<file path="src/hdl/rc5_pkg.sv">
`timescale 1ns / 1ps
`default_nettype none
// ----------------------------------------------------------------------------
// rc5_pkg
// Shared types, constants and helpers of the RC5-32 block cipher.
// ----------------------------------------------------------------------------
package rc5_pkg;

  localparam int unsigned WordW    = 32;
  localparam int unsigned RotW     = 5;
  localparam int unsigned KeyWords = 4;
  localparam int unsigned RegW     = 64;
  localparam int unsigned AddrW    = 4;

  localparam logic [WordW-1:0] MagicP = 32'hB7E1_5163;
  localparam logic [WordW-1:0] MagicQ = 32'h9E37_79B9;
  localparam logic [RotW-1:0]  MixRot = 5'd3;

  // operation codes carried in tuser
  localparam logic [1:0] OpExpand  = 2'd0;
  localparam logic [1:0] OpEncrypt = 2'd1;
  localparam logic [1:0] OpDecrypt = 2'd2;

  // configuration register indexes (paddr bit 3)
  localparam logic RegKeyLow  = 1'b0;
  localparam logic RegKeyHigh = 1'b1;

  typedef enum logic [2:0] {
    ST_IDLE,
    ST_INIT,
    ST_MIX_A,
    ST_MIX_B,
    ST_CIPH,
    ST_HOLD
  } state_e;

  typedef enum logic [2:0] {
    ALU_ADD,
    ALU_SUB,
    ALU_ENC,
    ALU_DEC,
    ALU_MIX_A,
    ALU_MIX_B
  } alu_mode_e;

  typedef struct packed {
    alu_mode_e        mode;
    logic [WordW-1:0] x;
    logic [WordW-1:0] y;
    logic [WordW-1:0] k;
  } alu_req_t;

  function automatic logic [WordW-1:0] rotl(input logic [WordW-1:0] val,
                                            input logic [RotW-1:0]  amt);
    logic [2*WordW-1:0] dbl;
    dbl = {val, val} << amt;
    return dbl[2*WordW-1:WordW];
  endfunction

endpackage
`default_nettype wire

</file>
<file path="src/hdl/rc5_alu.sv">
`timescale 1ns / 1ps
`default_nettype none
// ----------------------------------------------------------------------------
// rc5_alu
// Shared add / subtract / xor / rotate unit used by the key schedule and both
// cipher directions, one half-round or one mixing half-step per use.
// ----------------------------------------------------------------------------
module rc5_alu (
  input  rc5_pkg::alu_req_t          req_i,
  output logic [rc5_pkg::WordW-1:0]  res_o
);
  import rc5_pkg::*;

  logic [WordW-1:0] sum3;
  logic [WordW-1:0] sum2;
  logic [WordW-1:0] diff;
  logic [WordW-1:0] rot_in;
  logic [RotW-1:0]  rot_amt;
  logic [WordW-1:0] rot_out;

  assign sum2 = req_i.x + req_i.y;
  assign sum3 = req_i.k + sum2;
  assign diff = req_i.x - req_i.k;

  // one rotator: right rotation is a left rotation by the negated amount
  always_comb begin
    rot_in  = req_i.x;
    rot_amt = '0;
    unique case (req_i.mode)
      ALU_ENC: begin
        rot_in  = req_i.x ^ req_i.y;
        rot_amt = req_i.y[RotW-1:0];
      end
      ALU_DEC: begin
        rot_in  = diff;
        rot_amt = RotW'(0) - req_i.y[RotW-1:0];
      end
      ALU_MIX_A: begin
        rot_in  = sum3;
        rot_amt = MixRot;
      end
      ALU_MIX_B: begin
        rot_in  = sum3;
        rot_amt = sum2[RotW-1:0];
      end
      default: begin
        rot_in  = req_i.x;
        rot_amt = '0;
      end
    endcase
  end

  assign rot_out = rotl(rot_in, rot_amt);

  always_comb begin
    unique case (req_i.mode)
      ALU_ADD: res_o = req_i.x + req_i.k;
      ALU_SUB: res_o = diff;
      ALU_ENC: res_o = rot_out + req_i.k;
      ALU_DEC: res_o = rot_out ^ req_i.y;
      default: res_o = rot_out;
    endcase
  end

endmodule
`default_nettype wire

</file>
<file path="src/hdl/rc5_ram.sv">
`timescale 1ns / 1ps
`default_nettype none
// ----------------------------------------------------------------------------
// rc5_ram
// Round key table: one write port, one read port with registered data.
// ----------------------------------------------------------------------------
module rc5_ram #(
  parameter  int Depth = 26,
  parameter  int Width = 32,
  localparam int AddrW = $clog2(Depth)
) (
  input  logic             clk_i,
  input  logic             we_i,
  input  logic [AddrW-1:0] waddr_i,
  input  logic [Width-1:0] wdata_i,
  input  logic [AddrW-1:0] raddr_i,
  output logic [Width-1:0] rdata_o
);

  logic [Width-1:0] mem [Depth];

  always_ff @(posedge clk_i) begin
    if (we_i) begin
      mem[waddr_i] <= wdata_i;
    end
  end

  always_ff @(posedge clk_i) begin
    rdata_o <= mem[raddr_i];
  end

endmodule
`default_nettype wire

</file>
<file path="src/hdl/rc5_block_cipher.sv">
`timescale 1ns / 1ps
`default_nettype none
// ----------------------------------------------------------------------------
// rc5_block_cipher
// RC5-32 with a 128-bit key: key schedule, block encrypt and block decrypt
// on one shared ALU and a single round key table, under a small sequencer.
// ----------------------------------------------------------------------------
//  channel   direction  content
//  s_axis    in         tuser = op, tdata = word_a, word_b
//  m_axis    out        tdata = out_a, out_b
//  apb       in/out     key_low at 0x0, key_high at 0x8, 64-bit data
//
// T = 2*(NUM_ROUNDS+1) round keys, one table read and one ALU pass per key.
// Encrypt/decrypt: one ALU pass per round key, then ST_HOLD until the output
// register is free. Expand: one fill step per table entry, then 3*T mixing
// steps of ST_MIX_A and ST_MIX_B. s_axis_tready is high only while
// idle; a finished block waits in the output register during the next word.
// Reset clears control and the keys; the round key table is undefined.
// ----------------------------------------------------------------------------
module rc5_block_cipher #(
  parameter int NUM_ROUNDS = 12
) (
  input  logic                     clk_i,
  input  logic                     rst_ni,
  // input stream
  input  logic                     s_axis_tvalid,
  output logic                     s_axis_tready,
  input  logic [63:0]              s_axis_tdata,   // word_a [31:0], word_b [63:32]
  input  logic [1:0]               s_axis_tuser,   // op [1:0]
  // output stream
  output logic                     m_axis_tvalid,
  input  logic                     m_axis_tready,
  output logic [63:0]              m_axis_tdata,   // out_a [31:0], out_b [63:32]
  // configuration
  input  logic                     psel,
  input  logic                     penable,
  input  logic                     pwrite,
  input  logic [rc5_pkg::AddrW-1:0] paddr,
  input  logic [rc5_pkg::RegW-1:0]  pwdata,
  output logic [rc5_pkg::RegW-1:0]  prdata,
  output logic                     pready
);
  import rc5_pkg::*;

  localparam int TableSize = 2 * (NUM_ROUNDS + 1);
  localparam int IdxW      = $clog2(TableSize);
  localparam int MixSteps  = 3 * TableSize;
  localparam int StepW     = $clog2(MixSteps);

  localparam logic [IdxW-1:0]  IdxLast  = IdxW'(TableSize - 1);
  localparam logic [StepW-1:0] StepLast = StepW'(MixSteps - 1);

  state_e state_q, state_d;

  logic [RegW-1:0]  key_low_q, key_high_q;
  logic [WordW-1:0] a_q, b_q;
  logic [IdxW-1:0]  idx_q;
  logic [StepW-1:0] step_q;
  logic [1:0]       w_q;
  logic [WordW-1:0] kw_q [KeyWords];
  logic             dec_q;
  logic             m_valid_q;
  logic [63:0]      m_data_q;

  logic             s_fire;
  logic             cfg_wr;
  logic [1:0]       op;
  logic             odd;
  logic             last_key;
  logic             out_free;
  logic [IdxW-1:0]  idx_next_mix;
  logic [IdxW-1:0]  idx_next_ciph;

  alu_req_t         alu_req;
  logic [WordW-1:0] alu_res;

  logic             ram_we;
  logic [IdxW-1:0]  ram_waddr;
  logic [WordW-1:0] ram_wdata;
  logic [IdxW-1:0]  ram_raddr;
  logic [WordW-1:0] ram_rdata;

  assign op            = s_axis_tuser;
  assign s_axis_tready = (state_q == ST_IDLE);
  assign s_fire        = s_axis_tvalid & s_axis_tready;
  assign odd           = idx_q[0];
  assign last_key      = dec_q ? (idx_q == '0) : (idx_q == IdxLast);
  assign out_free      = ~m_valid_q | m_axis_tready;
  assign idx_next_mix  = (idx_q == IdxLast) ? '0 : idx_q + IdxW'(1);
  assign idx_next_ciph = dec_q ? idx_q - IdxW'(1) : idx_q + IdxW'(1);

  // configuration port
  assign pready = 1'b1;
  assign cfg_wr = psel & penable & pwrite & pready;
  assign prdata = (paddr[3] == RegKeyHigh) ? key_high_q : key_low_q;

  always_ff @(posedge clk_i or negedge rst_ni) begin
    if (!rst_ni) begin
      key_low_q  <= '0;
      key_high_q <= '0;
    end else if (cfg_wr) begin
      if (paddr[3] == RegKeyLow) begin
        key_low_q <= pwdata;
      end else begin
        key_high_q <= pwdata;
      end
    end
  end

  // next state
  always_comb begin
    state_d = state_q;
    unique case (state_q)
      ST_IDLE: begin
        if (s_fire) begin
          unique case (op)
            OpExpand:  state_d = ST_INIT;
            OpEncrypt: state_d = ST_CIPH;
            OpDecrypt: state_d = ST_CIPH;
            default:   state_d = ST_IDLE;
          endcase
        end
      end
      ST_INIT:  if (idx_q == IdxLast) state_d = ST_MIX_A;
      ST_MIX_A: state_d = ST_MIX_B;
      ST_MIX_B: state_d = (step_q == StepLast) ? ST_IDLE : ST_MIX_A;
      ST_CIPH:  if (last_key) state_d = ST_HOLD;
      ST_HOLD:  if (out_free) state_d = ST_IDLE;
      default:  state_d = ST_IDLE;
    endcase
  end

  // datapath control: table port and ALU operands
  always_comb begin
    ram_we       = 1'b0;
    ram_waddr    = idx_q;
    ram_wdata    = a_q;
    ram_raddr    = idx_q;
    alu_req.mode = ALU_ADD;
    alu_req.x    = a_q;
    alu_req.y    = b_q;
    alu_req.k    = MagicQ;
    unique case (state_q)
      ST_IDLE: begin
        ram_raddr = (op == OpDecrypt) ? IdxLast : '0;
      end
      ST_INIT: begin
        ram_we    = 1'b1;
        ram_raddr = '0;
      end
      ST_MIX_A: begin
        alu_req.mode = ALU_MIX_A;
        alu_req.k    = ram_rdata;
        ram_we       = 1'b1;
        ram_wdata    = alu_res;
      end
      ST_MIX_B: begin
        alu_req.mode = ALU_MIX_B;
        alu_req.k    = kw_q[w_q];
        ram_raddr    = idx_next_mix;
      end
      ST_CIPH: begin
        alu_req.x = odd ? b_q : a_q;
        alu_req.y = odd ? a_q : b_q;
        alu_req.k = ram_rdata;
        if (idx_q < IdxW'(2)) begin
          alu_req.mode = dec_q ? ALU_SUB : ALU_ADD;
        end else begin
          alu_req.mode = dec_q ? ALU_DEC : ALU_ENC;
        end
        ram_raddr = idx_next_ciph;
      end
      default: begin
        ram_we = 1'b0;
      end
    endcase
  end

  rc5_alu u_alu (
    .req_i (alu_req),
    .res_o (alu_res)
  );

  rc5_ram #(
    .Depth (TableSize),
    .Width (WordW)
  ) u_ram (
    .clk_i   (clk_i),
    .we_i    (ram_we),
    .waddr_i (ram_waddr),
    .wdata_i (ram_wdata),
    .raddr_i (ram_raddr),
    .rdata_o (ram_rdata)
  );

  always_ff @(posedge clk_i or negedge rst_ni) begin
    if (!rst_ni) begin
      state_q <= ST_IDLE;
    end else begin
      state_q <= state_d;
    end
  end

  // working registers
  always_ff @(posedge clk_i) begin
    unique case (state_q)
      ST_IDLE: begin
        if (s_fire) begin
          step_q <= '0;
          w_q    <= '0;
          dec_q  <= (op == OpDecrypt);
          idx_q  <= (op == OpDecrypt) ? IdxLast : '0;
          if (op == OpExpand) begin
            a_q      <= MagicP;
            b_q      <= '0;
            kw_q[0] <= key_low_q[31:0];
            kw_q[1] <= key_low_q[63:32];
            kw_q[2] <= key_high_q[31:0];
            kw_q[3] <= key_high_q[63:32];
          end else begin
            a_q <= s_axis_tdata[31:0];
            b_q <= s_axis_tdata[63:32];
          end
        end
      end
      ST_INIT: begin
        // accumulate the magic progression; clear for mixing at the end
        if (idx_q == IdxLast) begin
          a_q   <= '0;
          idx_q <= '0;
        end else begin
          a_q   <= alu_res;
          idx_q <= idx_q + IdxW'(1);
        end
      end
      ST_MIX_A: begin
        a_q <= alu_res;
      end
      ST_MIX_B: begin
        b_q       <= alu_res;
        kw_q[w_q] <= alu_res;
        w_q       <= w_q + 2'd1;
        idx_q     <= idx_next_mix;
        step_q    <= step_q + StepW'(1);
      end
      ST_CIPH: begin
        if (odd) begin
          b_q <= alu_res;
        end else begin
          a_q <= alu_res;
        end
        if (!last_key) begin
          idx_q <= idx_next_ciph;
        end
      end
      default: begin
        a_q <= a_q;
      end
    endcase
  end

  // output register
  always_ff @(posedge clk_i or negedge rst_ni) begin
    if (!rst_ni) begin
      m_valid_q <= 1'b0;
    end else if (state_q == ST_HOLD && out_free) begin
      m_valid_q <= 1'b1;
    end else if (m_axis_tready) begin
      m_valid_q <= 1'b0;
    end
  end

  always_ff @(posedge clk_i) begin
    if (state_q == ST_HOLD && out_free) begin
      m_data_q <= {b_q, a_q};
    end
  end

  assign m_axis_tvalid = m_valid_q;
  assign m_axis_tdata  = m_data_q;

endmodule
`default_nettype wire

</file>
<file path="config.mk">
export PLATFORM = sky130hd
export DESIGN_NAME = rc5_block_cipher
export DESIGN_NICKNAME = d
export VERILOG_FILES = /design/src/hdl/rc5_pkg.sv /design/src/hdl/rc5_alu.sv /design/src/hdl/rc5_ram.sv /design/src/hdl/rc5_block_cipher.sv
export SDC_FILE = /design/constraint.sdc
export NUM_CORES = 2
export LEC_CHECK = 0
export BUFFER_PORTS_ARGS = -buffer_cell sky130_fd_sc_hd__buf_4
export CAP_MARGIN = 15
export CORE_MARGIN = 4
export CORE_UTILIZATION = 62
export CTS_CLUSTER_DIAMETER = 60
export DETAILED_ROUTE_END_ITERATION = 16
export PLACE_DENSITY = 0.8
export SETUP_SLACK_MARGIN = 0.5
export SLEW_MARGIN = 0
export SYNTH_ARGS = -nofsm -noshare
export SYNTH_HDL_FRONTEND = slang
export SYNTH_HIERARCHICAL = 1
export SYNTH_SLANG_ARGS = --single-unit
</file>
<file path="constraint.sdc">
create_clock -name clk_i -period 12.6 [get_ports clk_i]
set_input_delay 1.89 -clock clk_i [delete_from_list [all_inputs] [get_ports clk_i]]
set_output_delay 1.89 -clock clk_i [all_outputs]
set_load 0.01 [all_outputs]
</file>
==> metrics.md <==
| Metric | Value |
|---|---|
| DRT antenna net count | `0` |
| Critical path's slowest cell | `or3b_4` |
| Fmax | `0.0841 GHz` |
| CTS tree | `done` |
| Distinct cells, synth | `119` |
| Area leader, netlist | `edfxtp_1` |
| Starting Density | `62.6%` |
| Clock insertion delay at the later pin of the skew report | `0.76 ns` |
| Clk sinks | `1,269` |
| Hold slack | `0.473 ns` |
| Register area | `37,100 sq um` |
| DR vias | `46,933` |
| Routability cong. | `1.04` |
| Top-area cell type share of the netlist area | `51.0%` |
| CTS hold repair buffers | `0` |
| Post-synthesis sequential area ratio | `57.1%` |
| Largest net degree at the start of global routing | `110` |
| Area post-placement | `69,900 sq um` |
| Worst Tran Pin Value | `1.35 ns` |
| Yosys Warn Count | `6` |
| Crit. End Element | `register` |
| Area of the multi-input gates | `26,700 sq um` |
| Slowest stage delay, CP | `0.44 ns` |
| Final Hold Viols | `0` |
| Main flop type after synthesis | `edfxtp_1` |
| Number of global-route vias before repair | `44,930` |
| Post-DR vias/cell | `7.03` |
| Final nets | `5,474` |
| Die ar. | `110,000 sq um` |
| Root Buffer | `clkbuf_16` |
| Post-synth EDFFs | `1,103` |
| RSZ-0062 raised after global routing | `false` |
| Cell area after layout | `74,200 sq um` |
| Hold WC Path Type | `reg -> reg` |
| Final core utilization | `71.4%` |
| Die width | `332 microns` |
| First-pass DRT Iterations | `8` |
| Final min period | `11.90 ns` |
| CP dominant cell by count | `buf_4` |
| Final setup viols | `0` |
| Rows | `118` |
| Syn_area_per_cell | `13.6 sq um` |
| Layout area overhead | `14.1%` |
| CTS buffer count | `120` |
| First-pass GRT wire length | `314,000 microns` |
| Syn Inst Count | `4,793` |
| DRT iter0 DRCs | `7,854` |
| # H-tree levels | `3` |
| Antenna violations before repair | `20` |
| Top cells by area, synth | `edfxtp_1 51%, mux2_2 8.1%, dfrtp_1 5.1%, mux4_2 4.5%, mux2i_1 2.9%` |
| Async set-or-reset flop fraction in the synthesized netlist | `10.4%` |
| Worst-path clk slew | `0.07 ns` |
| Period Utilization, post-route | `94.4%` |
| Drt drc | `0` |
| Die Span Y | `332 microns` |
| CP Launch Type | `register` |
| I/O pin count | `272` |
| Final Skew | `0.0756 ns` |
| Overall routing resource usage | `39.1%` |
| Fillers | `6,646` |
| Yosys reg bits | `1,269` |
| PortBufs | `267` |
| Required @ worst endpoint | `13.06 ns` |
| Core ar. | `104,000 sq um` |
| Syn_nets | `5,080` |
| Worst Path Max Fanout | `26` |
| Synth Cell Area | `65,000 sq um` |
| Critical path type | `reg -> reg` |
| Layout cells sized above 1 | `29.0%` |
| Arrival time at the worst endpoint | `12.36 ns` |
| Dpl hpwl | `149,000 microns` |
| Rel. slew slack | `9.52%` |
| Status | `finished, final reports clean` |
| Max-cap violations | `0` |
| Clock Path Buffers | `3` |
| Final WL | `221,000 microns` |
| Drt wl/cell | `33.1 microns` |
| Total congestion overflow | `0` |
| Fin. max-slew vios | `0` |
synthesized netlist by cell type (34+ instances only):
| master | n |
|---|---|
| edfxtp_1 | 1103 |
| mux2_2 | 466 |
| nand2_1 | 434 |
| nor2_1 | 223 |
| o21ai_0 | 207 |
| mux2i_1 | 191 |
| a21oi_1 | 177 |
| ha_1 | 142 |
| clkbuf_1 | 132 |
| dfrtp_1 | 132 |
| mux4_2 | 129 |
| buf_2 | 89 |
| inv_1 | 83 |
| xnor2_1 | 78 |
| a21o_1 | 68 |
| a22o_1 | 67 |
| nand2b_1 | 64 |
| nand3_1 | 64 |
| o211ai_1 | 46 |
| nor3_1 | 44 |
| xor2_1 | 43 |
| a22oi_1 | 39 |
| dfxtp_1 | 34 |
| o311ai_1 | 34 |
state kept, by name, indices dropped and copies added (netlist names), named ones only:
signal and cells:
m_axis_tvalid 1, u_ram/rdata_o 32, kw_q 128, b_q 32, dec_q 1, idx_q 5, step_q 7, a_q 32
key_low_q 64, w_q 2, key_high_q 64, m_axis_tdata 64, u_ram/mem 832, state_q 3
per-layer routing:
metal,vias to the layer above,track usage (%),wire length [microns]
met5,-,0,132
met4,18,15.1,10100
met3,552,11.1,30700
met2,3585,57.5,96300
met1,23333,55.9,83500
li1,19445,-,-
repair_timing:
item / 4_1_cts / 5_1_grt
setup buffers: 4 / 5
setup endpoints to repair: 220 / 408
gates resized for setup: 12 / 55
pin swaps: 3 / 15
critical path: cells and delay by family (launching register included):
| kind | cells | cell delay [ns] |
|---|---|---|
| simple gates | 10 | 1.87 |
| xor+xnor | 2 | 0.43 |
| mux | 4 | 1.21 |
| buf+inv | 11 | 1.74 |
| fa+ha+maj | 3 | 0.84 |
| flops | 1 | 0.38 |
| compound gates | 27 | 5.08 |
cell usage in the layout (no fill, tap or decap), types with 46 or more instances in the layout:
cell type  count
clkbuf_16    121
nor2_1       188
nand3_1       64
ha_1         139
inv_1         81
dfrtp_1      132
o211ai_1      46
nand2b_1      64
mux2i_1      185
buf_4        561
a21oi_1      166
edfxtp_1    1103
a21o_1        68
xnor2_1       78
mux2_2       463
a22o_1        67
nand2_1      430
o21ai_0      190
mux4_2       129
metrics by stage:
stage               TNS [ns]  std cells  setup WS [ns]
floorplan                  0       4793           2.24
global placement           0       6435         0.0485
detailed placement    -0.831       6435        -0.0237
CTS                        0       6664          0.511
global route               0       6674          0.448
finish                     0       6677          0.703
path summary, 6_finish.rpt:
check                                start                 to  slack (ns)  depth (start not counted)
worst max-delay path            state_q[1]  u_ram/mem[13][31]        0.70                         57
worst min-delay path               b_q[25]   m_axis_tdata[57]        0.47                          0
worst max register to register  state_q[1]  u_ram/mem[13][31]        0.70                         57
worst min register to register     b_q[25]   m_axis_tdata[57]        0.47                          0
max in group asynchronous           rst_ni      key_low_q[47]        9.81                          2
min in group asynchronous           rst_ni     key_high_q[37]        1.21                          1
cell type report:
type / instances / area share (%)
antenna: 7 / 0.0236
clock buffer: 154 / 4.32
inverter: 83 / 0.420
clock inverter: 71 / 0.940
timing repair buffer: 571 / 5.96
sequential: 1269 / 50.0
multi-input combinational: 3142 / 36.0
tap: 1380 / 2.33
cell families (layout without fill, tap and decap cells):
logic type / count (synthesis) / in the layout / synth area share [%]
AOI/OAI and AO/OA: 1010 / 1010 / 11.1
xor gates and xnor gates: 121 / 121 / 1.63
adders and majority gates: 147 / 147 / 2.87
buffers and inverters: 382 / 879 / 2.80
DFF: 1269 / 1269 / 57.1
muxes: 830 / 830 / 17.0
other: 1 / 8 / 0.00577
and+or+nand+nor: 1033 / 1033 / 7.49
Power is not shown: default switching activity piles up to over one toggle a cycle in this logic, so the estimate is an artifact.
